==> src/rtl/core/crb_pkg.sv <==
// Shared types and constants for the connect retry backoff sequencer.
`timescale 1ns / 1ps
package crb_pkg;

	localparam int unsigned DELAY_W  = 16;
	localparam int unsigned OPCODE_W = 3;
	localparam int unsigned STATUS_W = 5;
	localparam int unsigned ACTION_W = 3;
	localparam int unsigned PHASE_W  = 2;
	localparam int unsigned APB_AW   = 3;
	localparam int unsigned APB_DW   = 32;

	localparam logic [DELAY_W-1:0] INIT_DELAY_RESET = 16'd500;
	localparam logic [DELAY_W-1:0] MAX_DELAY_RESET  = 16'd30000;

	// Upper bounds of the connect status classes.
	localparam logic [STATUS_W-1:0] STATUS_PROCEED_MAX   = 5'd3;
	localparam logic [STATUS_W-1:0] STATUS_TRANSIENT_MAX = 5'd8;

	// Register index, taken from paddr bit 2.
	localparam logic REG_INIT_DELAY = 1'b0;
	localparam logic REG_MAX_DELAY  = 1'b1;

	typedef enum logic [PHASE_W-1:0] {
		PH_DISC       = 2'd0,
		PH_CONNECTING = 2'd1,
		PH_CONNECTED  = 2'd2
	} phase_t;

	typedef enum logic [OPCODE_W-1:0] {
		OP_START    = 3'd0,
		OP_STOP     = 3'd1,
		OP_RESTART  = 3'd2,
		OP_RESULT   = 3'd3,
		OP_WRITABLE = 3'd4,
		OP_SOCK_ERR = 3'd5,
		OP_TIMER    = 3'd6
	} opcode_t;

	typedef enum logic [ACTION_W-1:0] {
		ACT_NONE      = 3'd0,
		ACT_CONNECT   = 3'd1,
		ACT_AWAIT     = 3'd2,
		ACT_CLOSE     = 3'd3,
		ACT_RETRY     = 3'd4,
		ACT_DELIVER   = 3'd5,
		ACT_PERMANENT = 3'd6
	} action_t;

	typedef struct packed {
		phase_t             phase;
		logic               want;
		logic [DELAY_W-1:0] delay;
	} link_state_t;

endpackage

==> src/rtl/core/crb_evt_if.sv <==
// Event channel: one connection event per transfer.
`timescale 1ns / 1ps
interface crb_evt_if;
	import crb_pkg::*;

	logic                valid;
	logic                ready;
	logic [OPCODE_W-1:0] opcode;
	logic [STATUS_W-1:0] connect_status;
	logic                so_error_set;
	logic                self_connected;

	modport source (output valid, opcode, connect_status, so_error_set, self_connected,
		input ready);
	modport sink (input valid, opcode, connect_status, so_error_set, self_connected,
		output ready);
endinterface

==> src/rtl/core/crb_act_if.sv <==
// Action channel: one host action per transfer.
`timescale 1ns / 1ps
interface crb_act_if;
	import crb_pkg::*;

	logic                valid;
	logic                ready;
	logic [ACTION_W-1:0] action;
	logic [DELAY_W-1:0]  retry_delay_ms;
	logic [PHASE_W-1:0]  link_state;

	modport source (output valid, action, retry_delay_ms, link_state, input ready);
	modport sink (input valid, action, retry_delay_ms, link_state, output ready);
endinterface

==> src/rtl/core/crb_cfg_regs.sv <==
// APB configuration registers holding the initial and maximum retry delays.
`timescale 1ns / 1ps
module crb_cfg_regs (
	input  logic                         clk,
	input  logic                         arst_n,
	input  logic                         psel,
	input  logic                         penable,
	input  logic                         pwrite,
	input  logic [crb_pkg::APB_AW-1:0]   paddr,
	input  logic [crb_pkg::APB_DW-1:0]   pwdata,
	output logic [crb_pkg::APB_DW-1:0]   prdata,
	output logic                         pready,
	output logic [crb_pkg::DELAY_W-1:0]  init_delay,
	output logic [crb_pkg::DELAY_W-1:0]  max_delay
);
	import crb_pkg::*;

	logic               wr_en;
	logic [DELAY_W-1:0] init_delay_q;
	logic [DELAY_W-1:0] max_delay_q;
	logic [DELAY_W-1:0] rd_val;

	assign pready = 1'b1;
	assign wr_en  = psel & penable & pwrite & pready;

	always_ff @(posedge clk or negedge arst_n) begin
		if (!arst_n) begin
			init_delay_q <= INIT_DELAY_RESET;
			max_delay_q  <= MAX_DELAY_RESET;
		end else if (wr_en) begin
			unique case (paddr[2])
				REG_INIT_DELAY: init_delay_q <= pwdata[DELAY_W-1:0];
				REG_MAX_DELAY:  max_delay_q  <= pwdata[DELAY_W-1:0];
				default: ;
			endcase
		end
	end

	always_comb begin
		unique case (paddr[2])
			REG_INIT_DELAY: rd_val = init_delay_q;
			REG_MAX_DELAY:  rd_val = max_delay_q;
			default:        rd_val = '0;
		endcase
	end

	assign prdata     = {{(APB_DW-DELAY_W){1'b0}}, rd_val};
	assign init_delay = init_delay_q;
	assign max_delay  = max_delay_q;
endmodule

==> src/rtl/core/crb_step.sv <==
// Next-state and action logic for one connection event.
`timescale 1ns / 1ps
module crb_step (
	input  crb_pkg::link_state_t         cur,
	input  logic [crb_pkg::OPCODE_W-1:0] opcode,
	input  logic [crb_pkg::STATUS_W-1:0] connect_status,
	input  logic                         so_error_set,
	input  logic                         self_connected,
	input  logic [crb_pkg::DELAY_W-1:0]  init_delay,
	input  logic [crb_pkg::DELAY_W-1:0]  max_delay,
	output crb_pkg::link_state_t         nxt,
	output crb_pkg::action_t             action,
	output logic [crb_pkg::DELAY_W-1:0]  retry_delay
);
	import crb_pkg::*;

	logic [DELAY_W:0]   doubled;
	logic [DELAY_W-1:0] backoff;
	logic               is_proceed;
	logic               is_transient;
	logic               wr_fail;

	// Doubled delay, saturated at the ceiling.
	assign doubled      = {cur.delay, 1'b0};
	assign backoff      = (doubled < {1'b0, max_delay}) ? doubled[DELAY_W-1:0] : max_delay;
	assign is_proceed   = connect_status <= STATUS_PROCEED_MAX;
	assign is_transient = connect_status <= STATUS_TRANSIENT_MAX;
	assign wr_fail      = so_error_set | self_connected;

	always_comb begin
		nxt = cur;
		unique case (opcode)
			OP_START: begin
				nxt.want = 1'b1;
			end
			OP_STOP: begin
				nxt.want = 1'b0;
				if (cur.phase == PH_CONNECTING) nxt.phase = PH_DISC;
			end
			OP_RESTART: begin
				nxt.phase = PH_DISC;
				nxt.want  = 1'b1;
				nxt.delay = init_delay;
			end
			OP_RESULT: begin
				if (cur.phase == PH_DISC) begin
					if (is_proceed) begin
						nxt.phase = PH_CONNECTING;
					end else if (is_transient && cur.want) begin
						nxt.delay = backoff;
					end
				end
			end
			OP_WRITABLE: begin
				if (cur.phase == PH_CONNECTING) begin
					if (wr_fail) begin
						nxt.phase = PH_DISC;
						if (cur.want) nxt.delay = backoff;
					end else begin
						nxt.phase = PH_CONNECTED;
					end
				end
			end
			OP_SOCK_ERR: begin
				if (cur.phase == PH_CONNECTING) begin
					nxt.phase = PH_DISC;
					if (cur.want) nxt.delay = backoff;
				end
			end
			default: ;
		endcase
	end

	always_comb begin
		action      = ACT_NONE;
		retry_delay = '0;
		unique case (opcode)
			OP_START: begin
				if (cur.phase == PH_DISC) action = ACT_CONNECT;
			end
			OP_STOP: begin
				// Stop clears the connect wish first, so the retry only closes.
				if (cur.phase == PH_CONNECTING) action = ACT_CLOSE;
			end
			OP_RESTART: begin
				action = ACT_CONNECT;
			end
			OP_RESULT: begin
				if (cur.phase == PH_DISC) begin
					if (is_proceed) begin
						action = ACT_AWAIT;
					end else if (is_transient) begin
						action      = cur.want ? ACT_RETRY : ACT_CLOSE;
						retry_delay = cur.want ? cur.delay : '0;
					end else begin
						action = ACT_PERMANENT;
					end
				end
			end
			OP_WRITABLE: begin
				if (cur.phase == PH_CONNECTING) begin
					if (wr_fail) begin
						action      = cur.want ? ACT_RETRY : ACT_CLOSE;
						retry_delay = cur.want ? cur.delay : '0;
					end else begin
						action = cur.want ? ACT_DELIVER : ACT_CLOSE;
					end
				end
			end
			OP_SOCK_ERR: begin
				if (cur.phase == PH_CONNECTING) begin
					action      = cur.want ? ACT_RETRY : ACT_CLOSE;
					retry_delay = cur.want ? cur.delay : '0;
				end
			end
			OP_TIMER: begin
				if (cur.phase == PH_DISC && cur.want) action = ACT_CONNECT;
			end
			default: ;
		endcase
	end
endmodule

==> src/rtl/core/connect_retry_backoff_fsm_core.sv <==
// Top level of the connect retry backoff sequencer.
// An event is registered at its transfer; its action is shown from the action register.
// Throughput: one event per cycle unless the action side stalls; the event register and
// the action register form a two-stage pipe: a new event is taken while an action waits.
// Reset (arst_n, asynchronous): link disconnected, connect wish cleared, delay 500 ms,
// registers at 500 ms and 30000 ms, both channels empty.
`timescale 1ns / 1ps
module connect_retry_backoff_fsm_core (
	input  logic                       clk,
	input  logic                       arst_n,
	crb_evt_if.sink                    evt,
	crb_act_if.source                  act,
	input  logic                       psel,
	input  logic                       penable,
	input  logic                       pwrite,
	input  logic [crb_pkg::APB_AW-1:0] paddr,
	input  logic [crb_pkg::APB_DW-1:0] pwdata,
	output logic [crb_pkg::APB_DW-1:0] prdata,
	output logic                       pready
);
	import crb_pkg::*;

	// Configuration register values.
	logic [DELAY_W-1:0] init_delay;
	logic [DELAY_W-1:0] max_delay;

	// Event register (stage 1).
	logic                valid_s1;
	logic [OPCODE_W-1:0] opcode_s1;
	logic [STATUS_W-1:0] status_s1;
	logic                so_err_s1;
	logic                self_s1;

	// Sequencer state and the step logic around it.
	link_state_t        state_q;
	link_state_t        state_nxt;
	action_t            step_action;
	logic [DELAY_W-1:0] step_delay;

	// Action register.
	logic               out_valid_q;
	action_t            action_q;
	logic [DELAY_W-1:0] delay_q;
	phase_t             phase_q;

	logic advance;

	crb_cfg_regs u_cfg (
		.clk        (clk),
		.arst_n     (arst_n),
		.psel       (psel),
		.penable    (penable),
		.pwrite     (pwrite),
		.paddr      (paddr),
		.pwdata     (pwdata),
		.prdata     (prdata),
		.pready     (pready),
		.init_delay (init_delay),
		.max_delay  (max_delay)
	);

	crb_step u_step (
		.cur            (state_q),
		.opcode         (opcode_s1),
		.connect_status (status_s1),
		.so_error_set   (so_err_s1),
		.self_connected (self_s1),
		.init_delay     (init_delay),
		.max_delay      (max_delay),
		.nxt            (state_nxt),
		.action         (step_action),
		.retry_delay    (step_delay)
	);

	// The held event is processed when the action register is free or is being
	// emptied by a transfer in the same cycle. State only moves on that edge.
	assign advance   = valid_s1 & (~out_valid_q | act.ready);
	assign evt.ready = ~valid_s1 | advance;

	always_ff @(posedge clk or negedge arst_n) begin
		if (!arst_n) begin
			valid_s1 <= 1'b0;
		end else if (evt.ready) begin
			valid_s1 <= evt.valid;
		end
	end

	always_ff @(posedge clk) begin
		if (evt.valid && evt.ready) begin
			opcode_s1 <= evt.opcode;
			status_s1 <= evt.connect_status;
			so_err_s1 <= evt.so_error_set;
			self_s1   <= evt.self_connected;
		end
	end

	always_ff @(posedge clk or negedge arst_n) begin
		if (!arst_n) begin
			state_q.phase <= PH_DISC;
			state_q.want  <= 1'b0;
			state_q.delay <= INIT_DELAY_RESET;
		end else if (advance) begin
			state_q <= state_nxt;
		end
	end

	always_ff @(posedge clk or negedge arst_n) begin
		if (!arst_n) begin
			out_valid_q <= 1'b0;
		end else if (advance) begin
			out_valid_q <= 1'b1;
		end else if (act.ready) begin
			out_valid_q <= 1'b0;
		end
	end

	// The reported link state is the phase after the event.
	always_ff @(posedge clk) begin
		if (advance) begin
			action_q <= step_action;
			delay_q  <= step_delay;
			phase_q  <= state_nxt.phase;
		end
	end

	assign act.valid          = out_valid_q;
	assign act.action         = action_q;
	assign act.retry_delay_ms = delay_q;
	assign act.link_state     = phase_q;

	// A retry never leaves the delay above the ceiling.
	a_delay_capped: assert property (@(posedge clk) disable iff (!arst_n)
		(advance && step_action == ACT_RETRY) |=> (state_q.delay <= max_delay))
		else $error("delay above ceiling after retry");

	// Only a scheduled retry carries a delay.
	a_delay_only_retry: assert property (@(posedge clk) disable iff (!arst_n)
		(out_valid_q && action_q != ACT_RETRY) |-> (delay_q == '0))
		else $error("retry delay on a non-retry action");

	// A retry always lands in the disconnected phase.
	a_retry_disc: assert property (@(posedge clk) disable iff (!arst_n)
		(out_valid_q && action_q == ACT_RETRY) |-> (phase_q == PH_DISC))
		else $error("retry without disconnect");

	// Delivery and await report the phase they entered.
	a_phase_match: assert property (@(posedge clk) disable iff (!arst_n)
		(out_valid_q && (action_q == ACT_DELIVER || action_q == ACT_AWAIT)) |->
		((action_q == ACT_DELIVER && phase_q == PH_CONNECTED) ||
		 (action_q == ACT_AWAIT && phase_q == PH_CONNECTING)))
		else $error("reported phase does not match action");

	// The event side stalls only while an event is held and cannot move on.
	a_stall_reason: assert property (@(posedge clk) disable iff (!arst_n)
		!evt.ready |-> (valid_s1 && out_valid_q && !act.ready))
		else $error("event side stalled without cause");
endmodule

==> src/flat_wrapper.sv <==
// flat-port wrapper written by rule: the top's interface ports become plain ports
module connect_retry_backoff_fsm_core_flat import crb_pkg::*;
  (clk, arst_n, psel, penable, pwrite, paddr, pwdata, prdata, pready, evt_valid, evt_opcode, evt_connect_status, evt_so_error_set, evt_self_connected, evt_ready, act_valid, act_action, act_retry_delay_ms, act_link_state, act_ready);
  crb_evt_if evt_i ();
  crb_act_if act_i ();
  input  logic clk;
  input  logic arst_n;
  input  logic psel;
  input  logic penable;
  input  logic pwrite;
  input  logic [crb_pkg::APB_AW-1:0] paddr;
  input  logic [crb_pkg::APB_DW-1:0] pwdata;
  output logic [crb_pkg::APB_DW-1:0] prdata;
  output logic pready;
  input wire logic [$bits(evt_i.valid)-1:0] evt_valid;
  input wire logic [$bits(evt_i.opcode)-1:0] evt_opcode;
  input wire logic [$bits(evt_i.connect_status)-1:0] evt_connect_status;
  input wire logic [$bits(evt_i.so_error_set)-1:0] evt_so_error_set;
  input wire logic [$bits(evt_i.self_connected)-1:0] evt_self_connected;
  output wire logic [$bits(evt_i.ready)-1:0] evt_ready;
  output wire logic [$bits(act_i.valid)-1:0] act_valid;
  output wire logic [$bits(act_i.action)-1:0] act_action;
  output wire logic [$bits(act_i.retry_delay_ms)-1:0] act_retry_delay_ms;
  output wire logic [$bits(act_i.link_state)-1:0] act_link_state;
  input wire logic [$bits(act_i.ready)-1:0] act_ready;
  assign evt_i.valid = evt_valid;
  assign evt_i.opcode = evt_opcode;
  assign evt_i.connect_status = evt_connect_status;
  assign evt_i.so_error_set = evt_so_error_set;
  assign evt_i.self_connected = evt_self_connected;
  assign evt_ready = evt_i.ready;
  assign act_valid = act_i.valid;
  assign act_action = act_i.action;
  assign act_retry_delay_ms = act_i.retry_delay_ms;
  assign act_link_state = act_i.link_state;
  assign act_i.ready = act_ready;
  connect_retry_backoff_fsm_core u_core (.clk(clk), .arst_n(arst_n), .evt(evt_i), .act(act_i), .psel(psel), .penable(penable), .pwrite(pwrite), .paddr(paddr), .pwdata(pwdata), .prdata(prdata), .pready(pready));
endmodule
==> config.mk <==
export PLATFORM = sky130hd
export DESIGN_NAME = connect_retry_backoff_fsm_core_flat
export DESIGN_NICKNAME = d
export VERILOG_FILES = /design/src/rtl/core/crb_pkg.sv /design/src/rtl/core/crb_evt_if.sv /design/src/rtl/core/crb_act_if.sv /design/src/rtl/core/crb_cfg_regs.sv /design/src/rtl/core/crb_step.sv /design/src/rtl/core/connect_retry_backoff_fsm_core.sv /design/src/flat_wrapper.sv
export SDC_FILE = /design/constraint.sdc
export NUM_CORES = 1
export LEC_CHECK = 0
export BUFFER_PORTS_ARGS = -buffer_cell sky130_fd_sc_hd__buf_2
export CORE_ASPECT_RATIO = 1.1
export CORE_MARGIN = 10
export CORE_UTILIZATION = 32
export CTS_CLUSTER_DIAMETER = 120
export DETAILED_ROUTE_END_ITERATION = 16
export PLACE_DENSITY = 0.58
export SLEW_MARGIN = 5
export SYNTH_ARGS = -nofsm -noshare
export SYNTH_HDL_FRONTEND = slang
export SYNTH_HIERARCHICAL = 1
export SYNTH_SLANG_ARGS = --single-unit
==> constraint.sdc <==
create_clock -name clk -period 2.6 [get_ports clk]
set_input_delay 0.39 -clock clk [delete_from_list [all_inputs] [get_ports clk]]
set_output_delay 0.39 -clock clk [all_outputs]
set_load 0.1 [all_outputs]
# Word-level counts from Yosys, hierarchy flattened
# Index checks and enable logic that the tools add are counted.
# totals
register_bits,84
in_bits,52
out_inout_bits,56
# classes
magnitude_cmp,3
eq_ne,13
mux,39
bitwise,9
n_reduce_logical,14
# op_table
op,n
$mux W16,15
$pmux W16 S4,1
$pmux W16 S3,1
$pmux W16 S2,1
$mux W3,8
$pmux W3 S7,1
$lt A17 B16 Y1,1
$mux W2,6
$ne A2 B2 Y1 const B,6
$eq A3 B3 Y1 const B,3
$pmux W2 S4,1
$reduce_and A8 Y1,1
$eq A3 B2 Y1 const B,2
$reduce_and A2 Y1,3
$le A5 B2 Y1 const B,1
$le A5 B4 Y1 const B,1
$mux W1,4
$reduce_bool A2 Y1,2
$reduce_bool A4 Y1,1
$reduce_or A2 Y1,2
$and A1 B1 Y1,3
$eq A3 B1 Y1 const B,1
$logic_and A1 B1 Y1,3
$logic_not A3 Y1,1
other kinds (5),9

# Longest topological paths before layout
# logic_depth
ltp_word,6
mapped_depth,9
ltp_nobuf,8

# By module
# Netlist, hierarchy kept.
# modules_own_cells
module,instances,cells_each,area_each_um2,seq_area_each_um2
connect_retry_backoff_fsm_core,1,80,1815.5,1463.9
crb_cfg_regs,1,105,1614.0,817.0
crb_step,1,163,1234.9,0.0

# Least setup slack after synthesis
# OpenSTA, ideal clock, no wires.
# synth_timing
path_kind,reg-to-reg
start,register u_core.out_valid_q (netlist: u_core/act.valid)
end,register u_core.opcode_s1[0] (enable)
arrival_ns,2.543
setup_slack_ns,-0.234
stages_incl_launch_ff,3
period_less_slack_ns,2.834
cell_sequence,dfrtp_1 nand3b_1 and2_1
# synth_via
elab_chain_len,5
# synth_rtl
element,line_no,rtl
from (decl),connect_retry_backoff_fsm_core.sv:41,logic out_valid_q;
from (signal assigned),connect_retry_backoff_fsm_core.sv:109,out_valid_q <= 1'b0;
from (signal assigned),connect_retry_backoff_fsm_core.sv:111,out_valid_q <= 1'b1;
from (signal assigned),connect_retry_backoff_fsm_core.sv:113,out_valid_q <= 1'b0;
$not A1 Y1,connect_retry_backoff_fsm_core.sv:77,assign advance = valid_s1 & (~out_valid_q | act.ready);
$or A1 B1 Y1,connect_retry_backoff_fsm_core.sv:77,
$and A1 B1 Y1,connect_retry_backoff_fsm_core.sv:77,
$or A1 B1 Y1,connect_retry_backoff_fsm_core.sv:78,assign evt.ready = ~valid_s1 | advance;
via evt_ready,flat_wrapper.sv:20,output wire logic [$bits(evt_i.ready)-1:0] evt_ready;
$logic_and A1 B1 Y1,connect_retry_backoff_fsm_core.sv:89,if (evt.valid && evt.ready) begin
to (signal assigned),connect_retry_backoff_fsm_core.sv:90,opcode_s1 <= evt.opcode;
to (decl),connect_retry_backoff_fsm_core.sv:29,logic [OPCODE_W-1:0] opcode_s1;
# The timed path passes the listed nets, and every way through them passes these cells.
# A chain may end at the register's enable or synchronous reset.

==> impl.org <==
** Outcome
- The run finished, with violations left.
- The final reports fail on setup timing.

** Clocking
- Cell at the root of the clock tree :: sky130_fd_sc_hd__clkbuf_16
- TritonCTS Buffers :: 9
- The clock passes through at most 2 buffers.
- CTS tree :: done
- For this design, the sink count on the clock tree is 84.
- In this run the number of H-tree levels came out at 3.
- Clock Latency Late Sink :: approximately 0.34 ns
- Clk slew on worst S/H paths :: 0.06 ns

** STA
- Peak clock frequency supported by timing :: approximately 0.37 GHz
- Worst slew margin relative to its limit :: a little under two fifths
- Setup repair after global routing could not meet its margin everywhere.
- Final worst clock skew :: 0.007778 ns
- At the pin with the least slew margin, the transition time is between 0.9 and 1 ns.
- Final hold viol count :: 0
- Setup slack on the critical path of the routed design comes to -0.1035 ns.
- The routed design could run at a clock period as short as between 2 and 3 ns.
- Final worst path period share :: 104.0%
- Number of pins exceeding their max-slew limit in the final report :: 0
- Setup violations remaining at the end of the flow were counted as 11.

** Route
- In the routed design, unresolved DRC markers number 0.
- Overall via count from detail_route :: around 3100
- After detailed routing, the number of vias per cell comes to between 4 and 5.
- Summed over all layers, the routed wires come to ~11000 um.
- Drt first-iter violations :: 153
- The count of nets left with antenna violations once routing finished came out at 0.
- The first TritonRoute pass finished after 5 iterations.
- Dividing the detail-routed wire length by the instance count gives between 15 and 20 um.

** Floorplanning
- Row Count :: 46
- Die width :: approximately 140 um
- The initial utilization of the core area, before any placement, comes to between 30% and 40%.
- The floorplan step defined a die boundary enclosing ~20000 sq um.
- The die is approximately 150 um tall.
- Core Area :: 14330 sq um
- Boundary Pins :: 108

** Synthesis
- The top cell type by area accounts for between 10% and 20% of the synthesized area.
- Yosys Warn Count :: 6
- Yosys mapped a number of flops with a built-in enable equal to 31.
- Syn avg cell area :: around 13 sq um
- After synthesis, flip-flops and latches occupy 48.90% of the total area.
- The biggest area contributor in the post-synthesis netlist is sky130_fd_sc_hd__edfxtp_1.
- Ranked by total cell area, the synthesized netlist is headed by sky130_fd_sc_hd__edfxtp_1 (20%), sky130_fd_sc_hd__dfrtp_1 (18%), sky130_fd_sc_hd__dfstp_2 (11%).
- Synthesis-stage register bit count :: 84
- In the synthesized netlist the async set-or-reset flop fraction comes to ~63%.
- Cell area after synthesis :: about 4700 sq um
- Number of distinct library cells after synthesis :: between 50 and 60
- Gate count of the mapped netlist :: ~350
- Among all flip-flop cells after synthesis, the most frequent one is sky130_fd_sc_hd__dfrtp_1.

** Power and ir drop
- Summing internal, switching and leakage power gives about 5.7 mW.
- Lkg Pwr :: 2.581 nW
- The worst-case IR drop observed on VDD is about 0.00037 V.
- Pwr dens :: between 1000 and 1500 nW/um^2

** GRT
- Maximum number of pins on one net before global-route repair :: 49
- Via count of the first global-routing pass :: 3408
- The first global-routing pass estimated 18440 um of wire.
- Overflow left after global routing :: 0
- Tot GR Track Use :: between 10% and 20%
- The number of antenna violations at the first check in global routing was 0.

** Setup path
- Path length in cells of the critical path :: 9
- Critical Path Sink Type :: flop
- Together, buffers and inverters on the worst path number 2.
- Cell repeated most along the worst path :: sky130_fd_sc_hd__a221o_1
- Worst path cell trace :: inv_2, ha_4, and3_4, a221o_1, a2111oi_4, buf_4, o22ai_4, a221o_1, mux2_4
- For this design, the slowest cell found on the critical path is sky130_fd_sc_hd__dfstp_2.
- For the worst flop-to-flop path, the logic depth is 9.
- Crit path largest cell delay :: between 0.5 and 0.6 ns
- Along the worst path, the maximum fanout reaches 8.
- STA puts the critical path data required time at ~2.8 ns.
- Critical setup path kind :: flop to flop
- The worst setup path is launched from a flop.
- Data arrives at the worst endpoint at just under 3 ns.
- Family with the most delay on the worst path :: compound AO/OA/AOI/OAI gates

** Final layout
- The net count of the finished layout is ~520.
- Area added between synthesis and finish :: 23.04%
- The count of cells in the finished layout, fillers not included, comes to 649.
- Most common library cell in the layout ignoring fill and taps :: sky130_fd_sc_hd__buf_2
- The repair_antennas step left the layout with diodes totalling 0.
- Layout cells sized above 1 :: just over 50%
- Leaving out fill and tap cells, the most frequent cells in the layout are sky130_fd_sc_hd__buf_2 (72), sky130_fd_sc_hd__mux2_2 (38), sky130_fd_sc_hd__buf_4 (36).

** Placement
- After legalization and detailed placement, the total HPWL measured between 8000 and 9000 um.
- Input and output buffers added on the ports amount to between 70 and 80.
- Including well taps, the total number of placed cells is between 600 and 700.
- Final weighted congestion of routability-driven global placement :: 0.8331

** Hold path
- Counting instances, the worst hold path has a depth of 1.
- The worst hold path belongs to the class input port to flop.

** Run
- The tool flagged a number of max-cap violations equal to 0.
==> synth_stat cells (7+ instances only) <==
cell type	number
sky130_fd_sc_hd__a21oi_1	8
sky130_fd_sc_hd__a221o_1	16
sky130_fd_sc_hd__a22o_1	16
sky130_fd_sc_hd__and2_1	16
sky130_fd_sc_hd__buf_4	18
sky130_fd_sc_hd__buf_6	7
sky130_fd_sc_hd__dfrtp_1	34
sky130_fd_sc_hd__dfstp_2	19
sky130_fd_sc_hd__edfxtp_1	31
sky130_fd_sc_hd__ha_1	15
sky130_fd_sc_hd__inv_1	17
sky130_fd_sc_hd__mux2_2	38
sky130_fd_sc_hd__mux2_4	29
sky130_fd_sc_hd__nand2_1	9
sky130_fd_sc_hd__nor2_1	7
sky130_fd_sc_hd__o21ai_0	9
==> cell families (layout without fill, tap and decap cells) <==
group | after synthesis | after routing | synth area share (%)
adder cells (fa/ha/maj) | 15 | 15 | 4.024
AO/OA/AOI/OAI | 67 | 69 | 12.53
other | 2 | 17 | 0.1610
flip-flops | 84 | 84 | 48.90
buffers and inverters | 50 | 142 | 7.108
AND/OR/NAND/NOR | 63 | 63 | 8.771
multiplexers | 67 | 67 | 18.51
==> stage by stage <==
step           cell area [sq um]  hold WS (ns)  setup slack [ns]  utilization, %  setup TNS [ns]
2_1_floorplan               4735       0.09441           -0.1108               -         -0.8995
3_3_place_gp                5330        0.2304           -0.2790           37.19          -3.742
3_5_place_dp                5330        0.2302           -0.2776           37.19          -3.617
4_1_cts                     5715        0.2089           -0.1571           39.88          -1.802
5_1_grt                     5739        0.2078           -0.1495           40.05          -1.379
6_report                    5739        0.2233           -0.1035           40.05         -0.7915
==> area by class of cell <==
class                      instances  area, sq um
fill                            1391         8592
sequential                        84         2282
multi-input combinational        231         2212
timing repair buffer             109        640.6
tap                              192        240.2
clock buffer                       9        225.2
clock inverter                     7        75.07
inverter                          17        63.81
==> worst paths after layout <==
path                                                  from            endpoint  slack, ns
worst min register to register             u_core/valid_s1    u_core/act.valid       0.52
max in group asynchronous                           arst_n   u_core/state_q[9]       1.34
worst max-delay path            u_core/u_cfg/max_delay[10]   u_core/state_q[9]      -0.10
worst min-delay path                    evt_self_connected      u_core/self_s1       0.22
worst max register to register  u_core/u_cfg/max_delay[10]   u_core/state_q[9]      -0.10
min in group asynchronous                           arst_n  u_core/state_q[17]       0.40
==> timing repair <==
action / in CTS / in global routing
pin swaps: 14 / 15
setup endpoints to repair: 16 / 16
setup buffers: 1 / 0
gates cloned: 2 / 0
gates resized for setup: 7 / 6
hold endpoints to repair: 5 / 0
hold buffers: 1 / 0
==> per-layer routing <==
layer / routed length [um] / part of all wire, % / GRT usage [%]
met2: 5024 / 45 / 17.16
met5: 0 / 0 / 0
met1: 5398 / 48 / 15.57
met4: 199 / 1.8 / 4.795
met3: 560 / 5.0 / 2.917
==> worst reg2reg max path: cells and delay by family (launching register included) <==
family	cells	cell delay (ns)
buffers and inverters	2	0.25
DFF	1	0.54
muxes	1	0.27
adders and majority gates	1	0.20
and+or+nand+nor	1	0.17
AOI/OAI and AO/OA	4	1.16
==> where the power goes <==
| group | total [mW] | leakage [nW] | internal, mW | switching [mW] |
|---|---|---|---|---|
| logic | 2.52 | 1.52 | 0.997 | 1.52 |
| clock network | 1.28 | 0.140 | 0.747 | 0.532 |
| registers | 1.95 | 0.920 | 1.72 | 0.231 |
| total | 5.74 | 2.58 | 3.46 | 2.28 |
==> state kept, by name, indices dropped and copies added, names as in the netlist <==
signal / flops
u_core/valid_s1: 1
u_core/u_cfg/init_delay: 16
u_core/act.retry_delay_ms: 16
u_core/self_s1: 1
u_core/status_s1: 5
u_core/act.valid: 1
u_core/act.link_state: 2
u_core/so_err_s1: 1
u_core/opcode_s1: 3
u_core/u_cfg/max_delay: 16
u_core/act.action: 3
u_core/state_q: 19
No activity file was read; power rests on OpenSTA's default activity.
